$ cat src/rtl/core/dvr_pkg.sv
// ----------------------------------------------------------------------------
// dvr_pkg
// Shared types and constants for the distance-vector route engine: message
// codes, register indexes, controller states and the command/status bundles.
// ----------------------------------------------------------------------------
package dvr_pkg;

    localparam logic [23:0] INF_DIST = 24'd11451419;
    localparam int          OUT_MAX  = 16;

    typedef enum logic [2:0] {
        FUNC_ENTRY   = 3'd0,
        FUNC_REQUEST = 3'd1,
        FUNC_COST    = 3'd2,
        FUNC_DOWN    = 3'd3,
        FUNC_TRIGGER = 3'd4
    } func_t;

    typedef enum logic [0:0] {
        REG_SELF_ID        = 1'b0,
        REG_ACTIVE_ROUTERS = 1'b1
    } cfg_reg_t;

    typedef enum logic [3:0] {
        ST_CLEAR,
        ST_IDLE,
        ST_DECODE,
        ST_REJECT,
        ST_SCAN,
        ST_DRAIN,
        ST_WRITE,
        ST_EMIT
    } state_t;

    typedef struct packed {
        logic accept;       // ready for a new request
        logic load;         // capture accepted request
        logic clear_step;   // write one neighbor table entry to infinity
        logic entry_wr;     // store vector entry, learn neighbor
        logic cost_set;     // update port cost
        logic port_down;    // drop port cost and neighbor
        logic rc_init;      // start recompute at first destination
        logic scan_issue;   // read next port's neighbor distance
        logic rc_write;     // commit best route for current destination
        logic emit_init;    // start advertising at first destination
        logic out_load_vec; // load one advertised entry
        logic out_load_rej; // load the reject transaction
    } dvr_cmd_t;

    typedef struct packed {
        func_t func;
        logic  last;
        logic  port_ok;
        logic  reject;
        logic  clear_done;
        logic  n_zero;
        logic  ne_zero;
        logic  scan_last;
        logic  dest_last;
        logic  changed;
        logic  emit_last;
        logic  out_free;
    } dvr_status_t;

endpackage

$ cat src/rtl/core/dvr_ctrl.sv
// ----------------------------------------------------------------------------
// dvr_ctrl
// Sequencer: table clear after reset, message decode, recompute scan over
// destinations and ports, and vector advertisement.
// ----------------------------------------------------------------------------
module dvr_ctrl import dvr_pkg::*; (
    input  logic        clk,
    input  logic        rst_n,
    input  logic        req_valid,
    output logic        req_ready,
    input  dvr_status_t status,
    output dvr_cmd_t    cmd
);

    state_t state_reg, state_next;
    logic   emit_all_reg, emit_all_next;

    always_ff @(posedge clk or negedge rst_n)
    begin
        if (!rst_n)
        begin
            state_reg    <= ST_CLEAR;
            emit_all_reg <= 1'b0;
        end
        else
        begin
            state_reg    <= state_next;
            emit_all_reg <= emit_all_next;
        end
    end

    always_comb
    begin
        state_next    = state_reg;
        emit_all_next = emit_all_reg;
        cmd           = '0;
        req_ready     = 1'b0;
        unique case (state_reg)
            ST_CLEAR:
            begin
                cmd.clear_step = 1'b1;
                if (status.clear_done)
                begin
                    state_next = ST_IDLE;
                end
            end
            ST_IDLE:
            begin
                req_ready  = 1'b1;
                cmd.accept = 1'b1;
                if (req_valid)
                begin
                    cmd.load   = 1'b1;
                    state_next = ST_DECODE;
                end
            end
            ST_DECODE:
            begin
                state_next = ST_IDLE;
                case (status.func)
                    FUNC_ENTRY:
                    begin
                        if (status.reject)
                        begin
                            state_next = ST_REJECT;
                        end
                        else
                        begin
                            cmd.entry_wr = 1'b1;
                            if (status.last && !status.n_zero)
                            begin
                                cmd.rc_init   = 1'b1;
                                emit_all_next = 1'b0;
                                state_next    = ST_SCAN;
                            end
                        end
                    end
                    FUNC_REQUEST:
                    begin
                        if (status.reject)
                        begin
                            state_next = ST_REJECT;
                        end
                        else if (!status.ne_zero)
                        begin
                            cmd.emit_init = 1'b1;
                            state_next    = ST_EMIT;
                        end
                    end
                    FUNC_COST, FUNC_DOWN:
                    begin
                        if (status.port_ok)
                        begin
                            cmd.cost_set  = (status.func == FUNC_COST);
                            cmd.port_down = (status.func == FUNC_DOWN);
                            if (!status.n_zero)
                            begin
                                cmd.rc_init   = 1'b1;
                                emit_all_next = 1'b1;
                                state_next    = ST_SCAN;
                            end
                        end
                    end
                    FUNC_TRIGGER:
                    begin
                        if (!status.ne_zero)
                        begin
                            cmd.emit_init = 1'b1;
                            state_next    = ST_EMIT;
                        end
                    end
                    default:
                    begin
                        state_next = ST_IDLE;
                    end
                endcase
            end
            ST_REJECT:
            begin
                if (status.out_free)
                begin
                    cmd.out_load_rej = 1'b1;
                    state_next       = ST_IDLE;
                end
            end
            ST_SCAN:
            begin
                cmd.scan_issue = 1'b1;
                if (status.scan_last)
                begin
                    state_next = ST_DRAIN;
                end
            end
            ST_DRAIN:
            begin
                state_next = ST_WRITE;
            end
            ST_WRITE:
            begin
                cmd.rc_write = 1'b1;
                if (!status.dest_last)
                begin
                    state_next = ST_SCAN;
                end
                else if ((emit_all_reg || status.changed) && !status.ne_zero)
                begin
                    cmd.emit_init = 1'b1;
                    state_next    = ST_EMIT;
                end
                else
                begin
                    state_next = ST_IDLE;
                end
            end
            ST_EMIT:
            begin
                if (status.out_free)
                begin
                    cmd.out_load_vec = 1'b1;
                    if (status.emit_last)
                    begin
                        state_next = ST_IDLE;
                    end
                end
            end
            default:
            begin
                state_next = ST_IDLE;
            end
        endcase
    end

`ifndef ASSERT_OFF
    a_no_load_outside_idle: assert property (@(posedge clk) disable iff (!rst_n)
        cmd.load |-> state_reg == ST_IDLE)
        else $error("request captured outside idle");
    a_write_after_drain: assert property (@(posedge clk) disable iff (!rst_n)
        cmd.rc_write |-> $past(state_reg) == ST_DRAIN)
        else $error("route commit without completed scan");
    a_single_out_load: assert property (@(posedge clk) disable iff (!rst_n)
        !(cmd.out_load_vec && cmd.out_load_rej))
        else $error("two output loads in one cycle");
`endif

endmodule

$ cat config.mk
export PLATFORM = sky130hd
export DESIGN_NAME = dvr_ctrl
export DESIGN_NICKNAME = d
export VERILOG_FILES = /design/src/rtl/core/dvr_pkg.sv /design/src/rtl/core/dvr_ctrl.sv
export SDC_FILE = /design/constraint.sdc
export NUM_CORES = 1
export LEC_CHECK = 0
export ABC_CLOCK_PERIOD_IN_PS = 1900
export BUFFER_PORTS_ARGS = -buffer_cell sky130_fd_sc_hd__buf_4
export CAP_MARGIN = 20
export CORE_AREA = 2 2 39 41
export CTS_BUF_LIST = sky130_fd_sc_hd__clkbuf_8
export DETAILED_ROUTE_END_ITERATION = 10
export DIE_AREA = 0 0 41 43
export PLACE_DENSITY_LB_ADDON = 0.2
export SYNTH_ARGS = -nofsm -noshare
export SYNTH_HDL_FRONTEND = slang
export SYNTH_SLANG_ARGS = --single-unit
$ cat constraint.sdc
create_clock -name clk -period 1.9 [get_ports clk]
set_input_delay 0.285 -clock clk [delete_from_list [all_inputs] [get_ports clk]]
set_output_delay 0.285 -clock clk [all_outputs]
set_load 0.02 [all_outputs]
* Yosys cells after proc, flatten, opt, wreduce, memory -nomap -nowiden
Index checks and enable logic that the tools add are counted.
** Cells by class
- Add/sub/neg operators :: 0
- Multiply operators :: 0
- Divide/modulo/power cells :: 0
- $lt $le $gt $ge :: 0
- Eq/ne operators :: 21
- Shifts and indexed selects :: 0
- Multiplexer cells :: 45
- Bitwise operators :: 0
- Reductions and logical operators :: 11
** Operators with widths (count)
- $mux W4 :: 8
- $pmux W4 S8 :: 1
- $mux W3 :: 8
- $mux W1 :: 21
- $ne A2 B2 Y1 const B :: 10
- $eq A4 B3 Y1 const B :: 4
- $pmux W4 S4 :: 1
- $reduce_and A6 Y1 :: 2
- $eq A4 B2 Y1 const B :: 2
- $pmux W1 S2 :: 4
- $eq A3 B2 Y1 const B :: 2
- $eq A4 B1 Y1 const B :: 1
- $logic_not A4 Y1 :: 1
- $mux W2 :: 2
- $eq A3 B1 Y1 const B :: 1
- $eq A3 B3 Y1 const B :: 1
- $logic_not A3 Y1 :: 1
- $logic_and A1 B1 Y1 :: 2
- $logic_not A1 Y1 :: 2
- $reduce_bool A2 Y1 :: 1
- $reduce_or A2 Y1 :: 1
- $logic_or A1 B1 Y1 :: 1
** Word-level totals
- Register bits after elaboration :: 5
- Latch bits :: 0
- Memory bits (writable) :: 0
- ROM bits :: 0
- Bits of input ports :: 17
- Output and inout bits :: 13
- Logic and storage cells :: 79
- Memories :: 0

* Depth between registers and ports, before layout
- Depth in word-level cells :: 6
- Mapped depth :: 5
- Depth with buffers taken out :: 4

* Worst setup path after synthesis
OpenSTA, ideal clock, no wires.
- Kind :: input-to-output
- Start :: input status[12] in the netlist's numbering
- End :: output cmd[5] in the netlist's numbering
- Arrival :: 1.715 ns
- Required time :: 1.615 ns
- Path slack :: -0.100 ns
- Cell stages on the path :: 4
- Path buffers :: 1
- Path through :: buf_6 > or4b_1 > a211o_1 > nor3_1
** RTL lines
- start: declaration :: line dvr_ctrl.sv:11 : input dvr_status_t status,
- end: declaration :: line dvr_ctrl.sv:12 : output dvr_cmd_t cmd

==> key figures <==
Logic synthesis
  • Post-synth top area cell: dfrtp_1
  • Yosys cell types: 31
  • Post-Synthesis Net Count: 81
  • Synth top area cells: dfrtp_1 (22%), nor2_1 (7.5%), nor3_1 (5.5%)
  • Register area share after synthesis: 0.222
  • Post-synth top area share: 0.222
  • Syn_area_per_cell: 7.06 µm²
  • Mapped Area: 452 µm²
  • #FFs+latches synth: 4
  • Syn. warnings: 0
  • Cells after Synth: 64

Timing
  • RSZ-0062 raised after global routing: false
  • Final worst-path cycle share: 0.949
  • Relative slew slack: 0.768
  • Hold Vio Cnt, Final: 0
  • Slew @ Worst Pin: 0.347 ns
  • Final setup violation count: 0
  • Max Slew Vio Count: 0
  • Fmax: 555 MHz
  • Layout Skew: 0.00109 ns
  • Setup TNS: 0 ns
  • Post-layout min period: 1.80 ns

Clock network
  • CTS Sinks: 4
  • Later-pin clock latency in the skew report: 0.22 ns
  • Clk slew on worst S/H paths: 0.03 ns
  • CTS H-tree lvls: 1
  • Clk root buf: clkbuf_8
  • Clock Tree Buf Depth: 2
  • TritonCTS Buffers: 3
  • CTS tree: yes

Layout
  • Layout cells sized above 1: 0.444
  • Layout area overhead: 73.1%
  • # diodes: 0
  • Final #Nets: 118
  • Sequential Area: 100 µm²
  • Max reg flops: 3
  • Multi-input gate area: 325 µm²
  • Fill cells: 138

Flow run
  • Max_cap viols: 0

Global routing
  • GR Overflow Total: 0
  • Initial antenna violation count: 0
  • Pin count of the biggest net entering global routing: 12
  • GRT Overall Usage: 0.179
  • Via count of the first global-routing pass: 559
  • First-pass GRT wire length: 2.21 mm

Power
  • Total power: 0.000925 W
  • Pleak: 0.387 nW
  • P per Cell Area: 1180 mW/mm²
  • Max IR drop VDD: 0.426 mV

Drt
  • Drt drc: 0
  • Wirelength, routed: 1.30 mm
  • Vias per cell: 5.05
  • 1st-iter DRT viols: 12
  • Antenna-violating nets left: 0
  • First-pass detailed-route iteration total: 4
  • Avg WL per Cell: 11.3 µm
  • Routed via count: 581

Placement
  • Routability congestion estimate from global placement: 0.781
  • PortBufs: 29
  • DP Wirelength: 1.06 mm

Critical path
  • Worst-path maximum fanout: 2
  • Crit-path max cell delay: 0.50 ns
  • Endpoint class of the critical path: primary output
  • CP Data Arrival Time: 1.52 ns
  • Critical path class: in -> out
  • CP dominant cell by count: buf_4
  • Crit path max-delay cell type: or4b_1
  • Startpoint types: input pin
  • Crit path max-delay family: simple AND/OR/NAND/NOR gates
  • Critical path buffer and inverter count: 2
  • CP Cell Sequence: buf_4 > or4b_1 > a211o_1 > nor3_2 > buf_4
  • Req. time, crit path: 1.62 ns

Floorplan
  • Core area: 0.00138 mm²
  • Vert. Die Dim: 43 µm
  • Die area: 0.00176 mm²
  • Num ports: 30
  • Die width: 41 µm
  • Initial Utilization: 0.326
  • Row cnt: 14

Run status
  • Outcome: finished clean

Min path
  • Hold Crit Class: in -> async
==> synthesized netlist by cell type <==
master and instances:
o311ai_1 1, nor4b_1 1, o21ai_0 2, buf_4 1, nor2_1 9, o41ai_1 1
nor3_1 5, dfrtp_1 4, mux2i_1 1, nor2b_1 1, buf_6 1, or4b_1 1
o21ai_1 4, and2_1 1, nor3b_1 3, inv_1 3, a21o_1 1, and3_1 2
o21ba_1 1, xnor2_1 2, a211oi_1 1, a21oi_1 1, o211ai_1 1, o21a_1 1
clkbuf_1 3, nand3_1 3, nand2_1 5, a211o_1 1, a31oi_1 1, a211oi_2 1
inv_2 1
==> cell type report <==
type / instances / area share
Clock buffer: 3 / 0.0528
Inverter: 4 / 0.0192
Multi-Input combinational cell: 51 / 0.416
Sequential cell: 4 / 0.128
Tap cell: 16 / 0.0256
Timing Repair Buffer: 37 / 0.358
==> placed cells by master, fill, tap and decap left out <==
cell type / instances
buf_4: 36
nor2_1: 9
nand2_1: 5
nor3_1: 4
o21ai_1: 4
dfrtp_1: 4
inv_1: 3
nand3_1: 3
nor3b_1: 3
clkbuf_8: 3
and3_1: 2
xnor2_1: 2
o21ai_0: 2
inv_2: 1
nor4b_2: 1
or4b_1: 1
a211o_1: 1
nor3_2: 1
nor2b_1: 1
o21ba_1: 1
o41ai_2: 1
and2_1: 1
o211ai_1: 1
mux2i_1: 1
a211oi_1: 1
a211oi_2: 1
a21o_1: 1
a21oi_1: 1
o21a_1: 1
a31oi_1: 1
o311ai_1: 1
dlygate4sd3_1: 1
==> worst paths after layout <==
| kind | endpoint | startpoint | cells after the start | slack [ns] |
|---|---|---|---|---|
| max in group asynchronous | emit_all_reg$_DFFE_PN0P_ | rst_n | 2 | 1.40 |
| min in group clk | state_reg[0]$_DFFE_PN0P_ | status[3] | 3 | 0.40 |
| hold reg to reg | emit_all_reg$_DFFE_PN0P_ | emit_all_reg$_DFFE_PN0P_ | 2 | 0.52 |
| hold / removal | state_reg[0]$_DFFE_PN0P_ | rst_n | 2 | 0.40 |
| setup reg to reg | state_reg[0]$_DFFE_PN0P_ | state_reg[0]$_DFFE_PN0P_ | 5 | 0.57 |
| setup / recovery | cmd[5] | status[11] | 5 | 0.1 |
==> worst register-to-register path, cell delays in order (launching register included) <==
cell and delay, ns:
dfrtp_1 0.40, buf_4 0.18, mux2i_1 0.12, a211oi_1 0.28, xnor2_1 0.15, o21ai_1 0.08
==> per-stage QoR <==
step	std cells	hold WS (ns)	utilization	setup WS, ns	cell area, µm²
finish	115	0.398	0.565	0.0972	782
global route	115	0.412	0.565	0.0123	782
CTS	115	0.402	0.565	0.0872	782
detailed placement	111	0.0828	0.524	0.0959	724
global placement	111	0.0834	0.524	0.129	724
floorplan	64	-0.0106	-	0.0596	464
==> power breakdown <==
part | total, W | internal [W] | switching, W | leakage (nW)
clock network | 0.000178 | 0.000135 | 0.0000430 | 0.0216
registers | 0.000153 | 0.000126 | 0.0000271 | 0.0507
logic | 0.000594 | 0.000269 | 0.000325 | 0.315
total | 0.000925 | 0.000530 | 0.000395 | 0.387
==> kinds of logic after synthesis <==
group / share of synthesized area
multiplexers: 0.0222
AND/OR/NAND/NOR: 0.352
flip-flops: 0.222
AO/OA/AOI/OAI: 0.266
buffers and inverters: 0.0997
XOR/XNOR: 0.0388
==> what timing repair did <==
| item | CTS | global route |
|---|---|---|
| hold buffers | 1 | 0 |
| hold endpoints to repair | 4 | 0 |
| setup endpoints to repair | 1 | 0 |
| buffers inserted | 0 | 0 |
| resized for setup | 1 | 0 |
==> per-layer routing <==
layer | routed length [µm] | part of all wire | GRT usage
met1 | 547 | 0.42 | 0.215
met2 | 683 | 0.52 | 0.281
met3 | 64 | 0.049 | 0.0366
met4 | 8 | 0.0061 | 0.0933
met5 | 0 | 0 | 0
Note: power is estimated with default switching activity, not from simulation.
